<file path="src/rtl/core/lbd_pkg.sv">
`timescale 1ns / 1ps

package lbd_pkg;

   // Block marker bytes.
   localparam logic [7:0] MARK_RECORD   = 8'h52;
   localparam logic [7:0] MARK_KEYFRAME = 8'h4B;
   localparam logic [7:0] MARK_TRAILER  = 8'h54;

   // Prefix lengths in bytes that follow each marker.
   localparam int REC_PREFIX_LEN = 8 + 4 + 1 + 1 + 1 + 4;
   localparam int KF_PREFIX_LEN  = 8 + 4;
   localparam int TRL_PREFIX_LEN = 4 + 8 + 8 + 8;
   localparam int PREFIX_DEPTH   = TRL_PREFIX_LEN;

   // Count value at which the final prefix byte arrives.
   localparam logic [4:0] REC_PREFIX_LAST = 5'(REC_PREFIX_LEN - 1);
   localparam logic [4:0] KF_PREFIX_LAST  = 5'(KF_PREFIX_LEN - 1);
   localparam logic [4:0] TRL_PREFIX_LAST = 5'(TRL_PREFIX_LEN - 1);

   // Input command codes.
   localparam logic CMD_BYTE = 1'b0;
   localparam logic CMD_SEEK = 1'b1;

   // Result kinds, carried on tuser.
   typedef enum logic [2:0] {
      KIND_RECORD   = 3'd0,
      KIND_PAYLOAD  = 3'd1,
      KIND_KEYFRAME = 3'd2,
      KIND_TRAILER  = 3'd3,
      KIND_ERROR    = 3'd4
   } kind_type;

   // Result data, last field in the lowest bits.
   typedef struct packed {
      logic [63:0]        keyframe_total;
      logic [63:0]        record_total;
      logic [47:0]        block_offset;
      logic [7:0]         payload_byte;
      logic [31:0]        payload_length;
      logic [7:0]         broadcast_byte;
      logic [7:0]         lane;
      logic [7:0]         record_class;
      logic signed [31:0] frame;
      logic [63:0]        wall_ms;
   } rsp_data_type;

endpackage

</file>
<file path="src/rtl/core/log_block_deframer_unit.sv">
// Channel   Direction  tdata (low bit up)               tuser       tlast
// req_      in         data_byte, seek_offset (56 bits)  command     -
// rsp_      out        wall_ms, frame, record_class,     kind        last
//                      lane, broadcast_byte,
//                      payload_length, payload_byte,
//                      block_offset, record_total,
//                      keyframe_total (336 bits)
// csr_      in         first_block_offset (48 bits), write only
//
// One beat is taken per cycle while the output register is free or being emptied;
// its result, if any, is loaded into the output register in the cycle after. The
// phase update and prefix byte capture are combinational. A stalled result blocks
// the input only while the output register is full and not taken. Reset is
// synchronous; the block needs no clearing pass and takes beats right after reset.
`timescale 1ns / 1ps

module log_block_deframer_unit
   import lbd_pkg::*;
(
   input  logic         clock,
   input  logic         reset,
   // Request channel.
   input  logic         req_tvalid,
   output logic         req_tready,
   input  logic [55:0]  req_tdata,   // data_byte [7:0], seek_offset [55:8]
   input  logic         req_tuser,   // command
   // Result channel.
   output logic         rsp_tvalid,
   input  logic         rsp_tready,
   output logic [335:0] rsp_tdata,   // wall_ms, frame, record_class, lane,
                                     // broadcast_byte, payload_length,
                                     // payload_byte, block_offset,
                                     // record_total, keyframe_total
   output logic [2:0]   rsp_tuser,   // kind
   output logic         rsp_tlast,
   // Configuration.
   input  logic         csr_we,
   input  logic [47:0]  csr_wdata
);

   typedef enum logic [2:0] {
      PH_MARKER,
      PH_REC,
      PH_PAYLOAD,
      PH_KF,
      PH_TRL,
      PH_STOP,
      PH_TORN
   } phase_type;

   // Parser state.
   phase_type    phase_ff, phase_in;
   logic [4:0]   prefix_count_ff, prefix_count_in;
   logic [31:0]  payload_remaining_ff, payload_remaining_in;
   logic [47:0]  byte_offset_ff, byte_offset_in;
   logic [47:0]  marker_offset_ff, marker_offset_in;
   logic         untouched_ff, untouched_in;
   logic [7:0]   prefix_ff [PREFIX_DEPTH];

   // Output register.
   logic         rsp_valid_ff;
   kind_type     rsp_kind_ff;
   logic         rsp_last_ff;
   rsp_data_type rsp_data_ff;

   // Result of the current beat.
   logic         res_valid;
   kind_type     res_kind;
   logic         res_last;
   rsp_data_type res_data;

   logic         accept;
   logic         prefix_we;
   logic [7:0]   data_byte;
   logic [47:0]  seek_offset;
   logic [8*PREFIX_DEPTH-1:0] cur_flat;

   assign data_byte   = req_tdata[7:0];
   assign seek_offset = req_tdata[55:8];

   // Take a beat whenever the output register is free or being emptied, never in reset.
   assign req_tready = !reset && (!rsp_valid_ff || rsp_tready);
   assign accept     = req_tvalid && req_tready;

   // Prefix bytes with the current byte placed at its slot, so a header result can
   // be formed in the cycle its last byte arrives.
   always_comb begin
      for (int i = 0; i < PREFIX_DEPTH; i++) begin
         cur_flat[8*i +: 8] = (prefix_count_ff == 5'(i)) ? data_byte : prefix_ff[i];
      end
   end

   // Phase update and result formation.
   always_comb begin
      phase_in             = phase_ff;
      prefix_count_in      = prefix_count_ff;
      payload_remaining_in = payload_remaining_ff;
      byte_offset_in       = byte_offset_ff;
      marker_offset_in     = marker_offset_ff;
      untouched_in         = untouched_ff && !accept;
      prefix_we            = 1'b0;
      res_valid            = 1'b0;
      res_kind             = KIND_RECORD;
      res_last             = 1'b0;
      res_data             = '0;

      // Before the first beat the start offset follows the register.
      if (csr_we && untouched_ff) begin
         byte_offset_in = csr_wdata;
      end

      if (accept) begin
         if (req_tuser == CMD_SEEK) begin
            byte_offset_in       = seek_offset;
            phase_in             = PH_MARKER;
            prefix_count_in      = '0;
            payload_remaining_in = '0;
         end else begin
            unique case (phase_ff)
               PH_MARKER: begin
                  marker_offset_in = byte_offset_ff;
                  prefix_count_in  = '0;
                  byte_offset_in   = byte_offset_ff + 48'd1;
                  unique case (data_byte)
                     MARK_RECORD:   phase_in = PH_REC;
                     MARK_KEYFRAME: phase_in = PH_KF;
                     MARK_TRAILER:  phase_in = PH_TRL;
                     default: begin
                        // Bad marker: the offset stays on it and parsing halts.
                        phase_in               = PH_TORN;
                        byte_offset_in         = byte_offset_ff;
                        res_valid              = 1'b1;
                        res_kind               = KIND_ERROR;
                        res_last               = 1'b1;
                        res_data.block_offset  = byte_offset_ff;
                     end
                  endcase
               end
               PH_PAYLOAD: begin
                  byte_offset_in        = byte_offset_ff + 48'd1;
                  payload_remaining_in  = payload_remaining_ff - 32'd1;
                  res_valid             = 1'b1;
                  res_kind              = KIND_PAYLOAD;
                  res_data.payload_byte = data_byte;
                  if (payload_remaining_ff == 32'd1) begin
                     res_last = 1'b1;
                     phase_in = PH_MARKER;
                  end
               end
               PH_REC: begin
                  byte_offset_in  = byte_offset_ff + 48'd1;
                  prefix_we       = 1'b1;
                  prefix_count_in = prefix_count_ff + 5'd1;
                  if (prefix_count_ff == REC_PREFIX_LAST) begin
                     prefix_count_in         = '0;
                     payload_remaining_in    = cur_flat[151:120];
                     res_valid               = 1'b1;
                     res_kind                = KIND_RECORD;
                     res_data.wall_ms        = cur_flat[63:0];
                     res_data.frame          = cur_flat[95:64];
                     res_data.record_class   = cur_flat[103:96];
                     res_data.lane           = cur_flat[111:104];
                     res_data.broadcast_byte = cur_flat[119:112];
                     res_data.payload_length = cur_flat[151:120];
                     if (cur_flat[151:120] == 32'd0) begin
                        res_last = 1'b1;
                        phase_in = PH_MARKER;
                     end else begin
                        phase_in = PH_PAYLOAD;
                     end
                  end
               end
               PH_KF: begin
                  byte_offset_in  = byte_offset_ff + 48'd1;
                  prefix_we       = 1'b1;
                  prefix_count_in = prefix_count_ff + 5'd1;
                  if (prefix_count_ff == KF_PREFIX_LAST) begin
                     prefix_count_in       = '0;
                     phase_in              = PH_MARKER;
                     res_valid             = 1'b1;
                     res_kind              = KIND_KEYFRAME;
                     res_last              = 1'b1;
                     res_data.wall_ms      = cur_flat[63:0];
                     res_data.frame        = cur_flat[95:64];
                     res_data.block_offset = marker_offset_ff;
                  end
               end
               PH_TRL: begin
                  byte_offset_in  = byte_offset_ff + 48'd1;
                  prefix_we       = 1'b1;
                  prefix_count_in = prefix_count_ff + 5'd1;
                  if (prefix_count_ff == TRL_PREFIX_LAST) begin
                     prefix_count_in         = '0;
                     phase_in                = PH_STOP;
                     res_valid               = 1'b1;
                     res_kind                = KIND_TRAILER;
                     res_last                = 1'b1;
                     res_data.frame          = cur_flat[31:0];
                     res_data.wall_ms        = cur_flat[95:32];
                     res_data.record_total   = cur_flat[159:96];
                     res_data.keyframe_total = cur_flat[223:160];
                  end
               end
               default: begin
                  // Stopped or torn: bytes are dropped and the offset holds.
               end
            endcase
         end
      end
   end

   // Parser state and output register.
   always_ff @(posedge clock) begin
      if (reset) begin
         phase_ff             <= PH_MARKER;
         prefix_count_ff      <= '0;
         payload_remaining_ff <= '0;
         byte_offset_ff       <= '0;
         marker_offset_ff     <= '0;
         untouched_ff         <= 1'b1;
         rsp_valid_ff         <= 1'b0;
      end else begin
         phase_ff             <= phase_in;
         prefix_count_ff      <= prefix_count_in;
         payload_remaining_ff <= payload_remaining_in;
         byte_offset_ff       <= byte_offset_in;
         marker_offset_ff     <= marker_offset_in;
         untouched_ff         <= untouched_in;
         if (res_valid) begin
            rsp_valid_ff <= 1'b1;
         end else if (rsp_tready) begin
            rsp_valid_ff <= 1'b0;
         end
      end
   end

   // Result payload and prefix bytes need no reset.
   always_ff @(posedge clock) begin
      if (res_valid) begin
         rsp_kind_ff <= res_kind;
         rsp_last_ff <= res_last;
         rsp_data_ff <= res_data;
      end
      if (prefix_we) begin
         prefix_ff[prefix_count_ff] <= data_byte;
      end
   end

   assign rsp_tvalid = rsp_valid_ff;
   assign rsp_tdata  = rsp_data_ff;
   assign rsp_tuser  = rsp_kind_ff;
   assign rsp_tlast  = rsp_last_ff;

endmodule

</file>
<file path="config.mk">
export PLATFORM = sky130hd
export DESIGN_NAME = log_block_deframer_unit
export DESIGN_NICKNAME = d
export VERILOG_FILES = /design/src/rtl/core/lbd_pkg.sv /design/src/rtl/core/log_block_deframer_unit.sv
export SDC_FILE = /design/constraint.sdc
export NUM_CORES = 1
export LEC_CHECK = 0
export ABC_AREA = 1
export BUFFER_PORTS_ARGS = -buffer_cell sky130_fd_sc_hd__buf_2
export CAP_MARGIN = 20
export CORE_MARGIN = 4
export CORE_UTILIZATION = 35
export DETAILED_ROUTE_END_ITERATION = 6
export PLACE_DENSITY = 0.53
export SLEW_MARGIN = 10
export SYNTH_ARGS = -nofsm -noshare
export SYNTH_HDL_FRONTEND = slang
export SYNTH_SLANG_ARGS = --single-unit
</file>
<file path="constraint.sdc">
create_clock -name clock -period 14.2 [get_ports clock]
set_clock_uncertainty 0.15 [all_clocks]
set_input_delay 1.42 -clock clock [delete_from_list [all_inputs] [get_ports clock]]
set_output_delay 1.42 -clock clock [all_outputs]
set_load 0.1 [all_outputs]
</file>
==> results list, run 1 <==
* Result of the run: completed
- Most numerous cell types in the synthesized netlist: sky130_fd_sc_hd__nand2_1 (597), sky130_fd_sc_hd__edfxtp_1 (556), sky130_fd_sc_hd__nor2_1 (492)
* Clock Sinks: 694
- Antenna Nets Post-Route: 0
- Largest area contributor in the netlist: sky130_fd_sc_hd__edfxtp_1
* HPWL Detailed: 66300 µm
* Vias in the first global route: 22800
- Insertion delay of the later-clocked pin in the worst-skew pair: 0.66 ns
- Once the clock tree was built, the resizer swapped 0 gates to a different size.
* Cell area after technology mapping: 0.0306 mm²
- Synth Area per Inst: 9.75 µm²
- Final weighted congestion in routability-driven placement: 0.935
- Highest clock frequency the design can meet: about 170 MHz
* Per-cell via count in the routed design: 5.11
- The largest individual stage delay along the critical path comes from the cell sky130_fd_sc_hd__buf_12.
- Congestion Overflow GR: 0
- For this configuration, the core starts out at a cell density of 0.353.
- Number of nets in the finished design: between 3000 and 4000
- Die height: 304 µm
- Biggest cell delay along the critical path: between 0.6 and 0.7 ns
- Critical Path, Cell by Cell: buf_2 > inv_1 > nand3_1 > nor2_1 > nand4_1 > nand3_1 > nor2_4 > buf_4 > o21ai_0 > inv_8 > buf_12
* Level count of the clock H-tree: 3
- In the synthesized netlist the async set-or-reset flop fraction comes to 0.
- Startpoint kind of the worst setup timing path: input pin
* Post-Syn Nets: approximately 3300
- Max-cap violations: 0
* Number of pins with negative max-slew slack in the final report: 0
- Post-route design area: 0.0366 mm²
* Crit path required time: 14.32 ns
* Global-route total usage across every layer: 0.209
* Global-route wire length before repair: 149000 µm
- Along the worst path, the maximum fanout reaches 175.
- Setup repair after global routing missed its margin: false
- Yosys warning count: 0
- Hold-fix buffer count after cts: 0
- Syn-to-layout area delta: 19.5%
- Summing all placed instances gives a cell area of approximately 0.034 mm².
* Flops & latches, synth: 694
* Maximum number of pins on one net before global-route repair: about 180
- By instance count, the cell type seen most on the critical path is sky130_fd_sc_hd__nand3_1.
- For the worst setup path, the data arrival time is about 6 ns.
- The region available for standard cell placement spans 0.0868 mm².
- Yosys instantiated no cell more often than sky130_fd_sc_hd__nand2_1.
* Delay-heaviest family, CP: buffers and inverters
- Transition time at the pin with the least slew margin: 1.07 ns
- The die is 304 µm wide.
- Library cell used as clock root buffer: sky130_fd_sc_hd__clkbuf_16
- Power per Cell Area: 137 mW/mm²
- For this run, design rule violations remaining after detail routing come to 0.
- Via count: 24200
* Critical path buffers and inverters: 5
* Antenna violations before repair: 1
* Final setup violation count: 0
* Clock-pin slew on the worst setup and hold paths: 0.06 ns
- The most used flip-flop cell after synthesis is sky130_fd_sc_hd__edfxtp_1.
* Endpoint class of the critical path: flop
- Pin placement for this block handled 452 I/O pins.
- Setup total negative slack on the finished layout was measured at 0 ns.
- Dividing the detail-routed wire length by the instance count gives 21.1 µm.
- Num CTS Buffers: 79
- Once layout is complete, the cells apart from fillers number 4742.
* Count of cell types in the netlist: 47
- Path category of the worst min-delay check: flop to flop
* Rel. slew slack: 0.284
- Leakage power: 0.0139 µW
- In the final layout, the share of cells above drive strength 1 is 0.183.
- Of the post-synthesis cell area, the dominant cell type holds 0.545.
- Portion of the post-synthesis area used by sequential elements: 0.635
- Overall die area: 0.0924 mm²
- The setup path with the least slack is of type input pin to flop.
* Row cnt: 108
- The longest clock path from root to sink contains 3 buffers.
- Final period util: 0.416
- TritonCTS built the clock tree.
- First-iteration detailed-routing DRC count: between 2000 and 2500
- During placement, the flow inserted port buffers numbering around 450.
- Worst IR Drop VDD: 0.0000881 V
* Detailed-route wire length: 100000 µm
* Post-CTS Repair Setup Buffers: 0
* Number of cells after detailed placement: 4591
* Largest cells by area after synthesis: sky130_fd_sc_hd__edfxtp_1 (54%), sky130_fd_sc_hd__dfxtp_1 (9.0%), sky130_fd_sc_hd__nand2_1 (7.3%)
* Post-synth EDFFs: 556
* Crit path time final: 5.90 ns
- Detailed Routing Iterations Pass 1: 6
- Number of standard cells after synthesis: roughly 3100
* Hold Violations, Final: 0
-- worst min-delay path: cells and delay by family (launching register included) --
kind | cells | cell delay (ns)
flip-flops | 1 | 0.31
AND/OR/NAND/NOR | 1 | 0.06
AO/OA/AOI/OAI | 1 | 0.05
-- layout make-up --
type,count,area [µm²]
Timing Repair Buffer,490,2580
Antenna cell,1,2.50
Fill cell,8604,50100
Clock buffer,106,2210
Clock inverter,42,490
Tap cell,1155,1450
Sequential cell,694,19500
Multi-Input combinational cell,2013,9530
Inverter,241,912
-- power by group --
group / leakage (µW) / internal (µW) / switching [µW]
clock: 0.00132 / 1220 / 884
sequential: 0.00620 / 2250 / 52.6
combinational: 0.00637 / 124 / 483
total: 0.0139 / 3600 / 1420
-- placed cells by master, fill, tap and decap left out, types with 7 or more instances in the layout --
cell and instances:
sky130_fd_sc_hd__clkbuf_8 7, sky130_fd_sc_hd__a21oi_1 261, sky130_fd_sc_hd__nand2_1 593, sky130_fd_sc_hd__o21ai_0 238, sky130_fd_sc_hd__nor2_1 490, sky130_fd_sc_hd__o211ai_1 14
sky130_fd_sc_hd__xnor2_1 11, sky130_fd_sc_hd__clkbuf_16 82, sky130_fd_sc_hd__dfxtp_1 138, sky130_fd_sc_hd__a22oi_1 75, sky130_fd_sc_hd__nand4_1 40, sky130_fd_sc_hd__clkinv_1 12
sky130_fd_sc_hd__a31oi_1 19, sky130_fd_sc_hd__clkbuf_1 17, sky130_fd_sc_hd__inv_2 13, sky130_fd_sc_hd__ha_1 8, sky130_fd_sc_hd__nor2_4 8, sky130_fd_sc_hd__o21ai_1 13
sky130_fd_sc_hd__nand3_1 88, sky130_fd_sc_hd__buf_2 455, sky130_fd_sc_hd__edfxtp_1 556, sky130_fd_sc_hd__a211oi_1 13, sky130_fd_sc_hd__xor2_1 35, sky130_fd_sc_hd__nor3_1 46
sky130_fd_sc_hd__inv_1 225, sky130_fd_sc_hd__buf_4 32, sky130_fd_sc_hd__clkinv_2 17
-- sequential cells by signal, summed over array words and instances, names as in the netlist --
| name | count |
|---|---|
| prefix_ff | 216 |
| payload_remaining_ff | 32 |
| marker_offset_ff | 48 |
| rsp_tvalid | 1 |
| phase_ff | 3 |
| byte_offset_ff | 48 |
| prefix_count_ff | 5 |
| rsp_tdata | 336 |
| rsp_tlast | 1 |
| untouched_ff | 1 |
| rsp_tuser | 3 |
-- final timing paths --
| check | from | endpoint | slack (ns) | cells past startpoint |
|---|---|---|---|---|
| max | req_tdata[7] | rsp_tdata[149] | 8.30 | 11 |
| min | marker_offset_ff[1] | marker_offset_ff[1] | 0.31 | 2 |
| max reg2reg | prefix_count_ff[2] | rsp_tdata[149] | 9.26 | 8 |
| min reg2reg | marker_offset_ff[1] | marker_offset_ff[1] | 0.31 | 2 |
-- kinds of logic (layout without fill, tap and decap cells) --
family	after synthesis	count (layout)	synth area share
other	0	1	0
adders and majority gates	8	8	0.00327
buffers and inverters	436	879	0.0558
AOI/OAI and AO/OA	659	659	0.120
xor gates and xnor gates	46	46	0.0131
DFF	694	694	0.635
and+or+nand+nor	1300	1300	0.173
-- through the flow --
stage                     total power (µW)  hold slack (ns)   util  worst slack [ns]
after floorplan                       2800            0.291      -              4.26
after global placement                2950            0.301  0.390              7.73
after detailed placement              2950            0.302  0.391              7.66
after CTS                             5050            0.312  0.422              8.36
after global routing                  5200            0.351  0.422              8.03
final                                 5020            0.315  0.422              8.30
-- routing by layer --
layer | GRT usage | share of wire | vias to the layer above
li1 | - | - | 11500
met1 | 0.284 | 0.43 | 11700
met2 | 0.348 | 0.48 | 905
met3 | 0.0330 | 0.063 | 146
met4 | 0.0602 | 0.024 | 0
met5 | 0 | 0 | -
Note: power is estimated with default switching activity, not from simulation.
==> inputs of run 2 (changes only) <==
- clock period: 14.2 -> 5.65 ns (I/O delays scaled with it)
==> results list, run 2 (synthesized netlist as in run 1, its figures left out) <==
* Result of the run: completed
- Via count: 24400 (+0.83%)
* Crit path required time: 5.74 ns (-8.58 ns)
- Critical Path, Cell by Cell: nor2_4 > nand3_1 > nor2_2 > nor2_2 > nand2_1 > o21ai_4 > clkinvlp_4 > buf_12
- STA classifies the critical path endpoint as a flop.
- Number of top-level design ports: 452 (unchanged)
- Initial core utilization: 0.353 (unchanged)
- Global-route wire length before repair: 152000 µm (+1.8%)
- The via density per instance came to 5.15 (+0.74%).
- The maximum root-to-sink buffer count is 3 (unchanged).
- CTS-repair resized insts: 0 (unchanged)
- Detailed Routing Iterations Pass 1: 5 (-1)
- Max FFs per register: 336 (unchanged)
- The height of the die is 304 µm (unchanged).
* Highest Signal Layer: met5
- On the critical path, the stage with the largest delay is an instance of sky130_fd_sc_hd__nor2_2.
- Hold-fix buffer count after cts: 0 (unchanged)
- In this run the worst hold path is classified as input pin to flop.
* Insertion delay of the later-clocked pin in the worst-skew pair: 0.64 ns (-0.02 ns)
- Clock Sinks: 694 (unchanged)
- The cell family contributing the most delay on the critical path is simple AND/OR/NAND/NOR gates.
- Power per Cell Area: 345 mW/mm² (+150%)
- Critical path buffers and inverters: 2 (-3)
- The power dissipated by switching net loads was 3580 µW (+150%).
* Final-layout fill cell count: 8569 (-0.41%)
- The peak ir drop on the vdd network came to 0.000205 V (+130%).
* Die outline width: 304 µm (unchanged)
- The worst slack at placement was 1.66 ns (-6.00 ns).
- The CTS buffer count came to 79 (unchanged).
- Final Worst Setup Slack: 1.63 ns (-6.66 ns)
* Total length of routed met3 wires: 7680 µm (+21%)
- The worst setup path is launched from a flop.
* Remaining DRCs: 0 (unchanged)
* Maximum number of pins on one net before global-route repair: 158 (-10%)
- Launch point of the worst hold path: req_tdata[20]
* Hold Violations, Final: 0 (unchanged)
* Final setup violation count: 0 (unchanged)
- Critical path data arrival time: 4.11 ns (-1.91 ns)
- The average wire length per cell after detail routing came to 21.7 µm (+2.5%).
- The worst register-to-register path begins at prefix_count_ff[2].
* Congestion Overflow GR: 0 (unchanged)
* Transition time at the pin with the least slew margin: 1.06 ns (-0.0118 ns)
- Level count of the clock H-tree: 3 (unchanged)
- Number of nets in the finished design: 3644 (+0.19%)
* Placement Cell Area: 0.0340 mm² (+0.43%)
- The largest incremental delay on the critical path is 0.65 ns (about the same).
- Row cnt: 108 (unchanged)
* Library cell used as clock root buffer: sky130_fd_sc_hd__clkbuf_16
- The number of pins with negative max-slew slack in the final report is 0 (unchanged).
- Clock-pin slew on the worst setup and hold paths: 0.06 ns (about the same)
* Most common cell after layout, fill and taps aside: sky130_fd_sc_hd__nand2_1
- Area of combinational cells with multiple inputs: 0.00955 mm² (+0.28%)
- Post-route design area: 0.0368 mm² (+0.33%)
- The worst path in the final design needs a cycle of 4.02 ns, including I/O delays and setup.
- Clock group share of total power: 0.419 (about the same)
* Clock tree from TritonCTS: yes
- The total length of routed wires was 103000 µm (+2.6%).
- The internal power is 9100 µW (+150%).
- The combinational share of power came to 0.123 (+0.002).
- Worst setup path category: flop to flop
- First-iteration detailed-routing DRC count: 2315 (-2.2%)
- The number of nets with antenna violations after detailed routing was 0 (unchanged).
- Area inside the core boundary: 0.0868 mm² (unchanged)
* Total inserted antenna cells: 0 (-1)
* Sequential power share: 0.457 (-0.002)
- The number of buffers inserted by post-CTS setup repair came to 0 (unchanged).
- The via count of the first global-routing pass came to 23100 (+1.4%).
- Sum of routed wire segments on met1: 42900 µm (-0.35%)
- The maximum fanout encountered on the critical timing path came to 157 (-10%).
- Sequential cell area in the final layout: 0.0195 mm² (about the same)
- Among the stages of the critical path, the cell type that occurs most often is sky130_fd_sc_hd__nor2_2.
- The routability congestion estimate was 0.917 (-2.0%).
* Layout cells sized above 1: 0.185 (+0.00169)
- Highest clock frequency the design can meet: 249 MHz
* Syn-to-layout area delta: 19.9%
- The total of max-cap violations was 0 (unchanged).
- The total routing resource utilization after global routing was 0.214 (+0.00514).
* Setup repair after global routing missed its margin: false
- In the layout the commonest cells are sky130_fd_sc_hd__nand2_1 (593), sky130_fd_sc_hd__edfxtp_1 (556), sky130_fd_sc_hd__nor2_1 (490).
- Dividing the final minimum period by the clock period gives 0.711.
- Antenna violations before repair: 1 (unchanged)
- HPWL Detailed: 69000 µm (+4.1%)
- The floorplan die area came to 0.0924 mm² (unchanged).
- Rel. slew slack: 0.293 (+0.00867)
* Critical Path Start: prefix_count_ff[2]
- The standby leakage power came to 0.0139 µW (-0.17%).
- I/O Buffers: 451 (unchanged)
* Sw Share: 0.282 (-0.000912)
* Detail Route met2 WL: 48700 µm (+0.80%)
-- run 2: cell count changes in the layout (fill, tap and decap cells not counted), moves of 3 or more --
cell | before | now
sky130_fd_sc_hd__clkbuf_16 | 82 | 79
sky130_fd_sc_hd__buf_4 | 32 | 40
sky130_fd_sc_hd__clkinv_1 | 12 | 18
sky130_fd_sc_hd__buf_2 | 455 | 451
sky130_fd_sc_hd__clkbuf_8 | 7 | 4
sky130_fd_sc_hd__bufinv_16 | 6 | 10
sky130_fd_sc_hd__clkinv_2 | 17 | 11
-- run 2: worst min-delay path, delay by kind of cell --
kind            cells  cell delay [ns]
compound gates      2             0.19
buf+inv             1             0.08
-- run 2: per-layer routing --
layer | vias up | track usage
met5 | - | 0
met4 | 2 | 0.0755
met3 | 183 | 0.0410
met2 | 1024 | 0.349
met1 | 11700 | 0.287
li1 | 11500 | -
-- run 2: final timing paths --
check             cells after the start  slack [ns]                   to
setup reg to reg                      8        1.63       rsp_tdata[242]
hold reg to reg                       2        0.32  marker_offset_ff[1]
hold / removal                        3        0.09   byte_offset_ff[12]
setup / recovery                      8        1.63       rsp_tdata[242]
-- run 2: stage by stage --
stage	hold WS (ns)	total power, µW	std cells	setup TNS [ns]	utilization
after floorplan	0.291	7050	3143	-475.36	-
after global placement	0.300	7460	4596	0	0.392
after detailed placement	0.309	7470	4598	0	0.392
after CTS	0.0377	12800	4744	0	0.423
after global routing	0.0876	13100	4746	0	0.424
final	0.0901	12700	4746	0	0.424
-- run 2: final cells by class --
class                   count  area share
flip-flops and latches    694       0.529
multi-input cells        2013       0.260
inverters                 241      0.0252
clock inverters            47      0.0165
repair buffers            497      0.0727
clock buffers              99      0.0569
well taps                1155      0.0393
-- run 2: power groups by stage --
stage | registers [µW] | logic (µW) | clock network, µW
CTS | 5790 | 1570 | 5430
global route | 5810 | 1680 | 5650
floorplan | 6450 | 600 | 0
detailed placement | 5900 | 1570 | 0
finish | 5790 | 1570 | 5320
global placement | 5900 | 1560 | 0
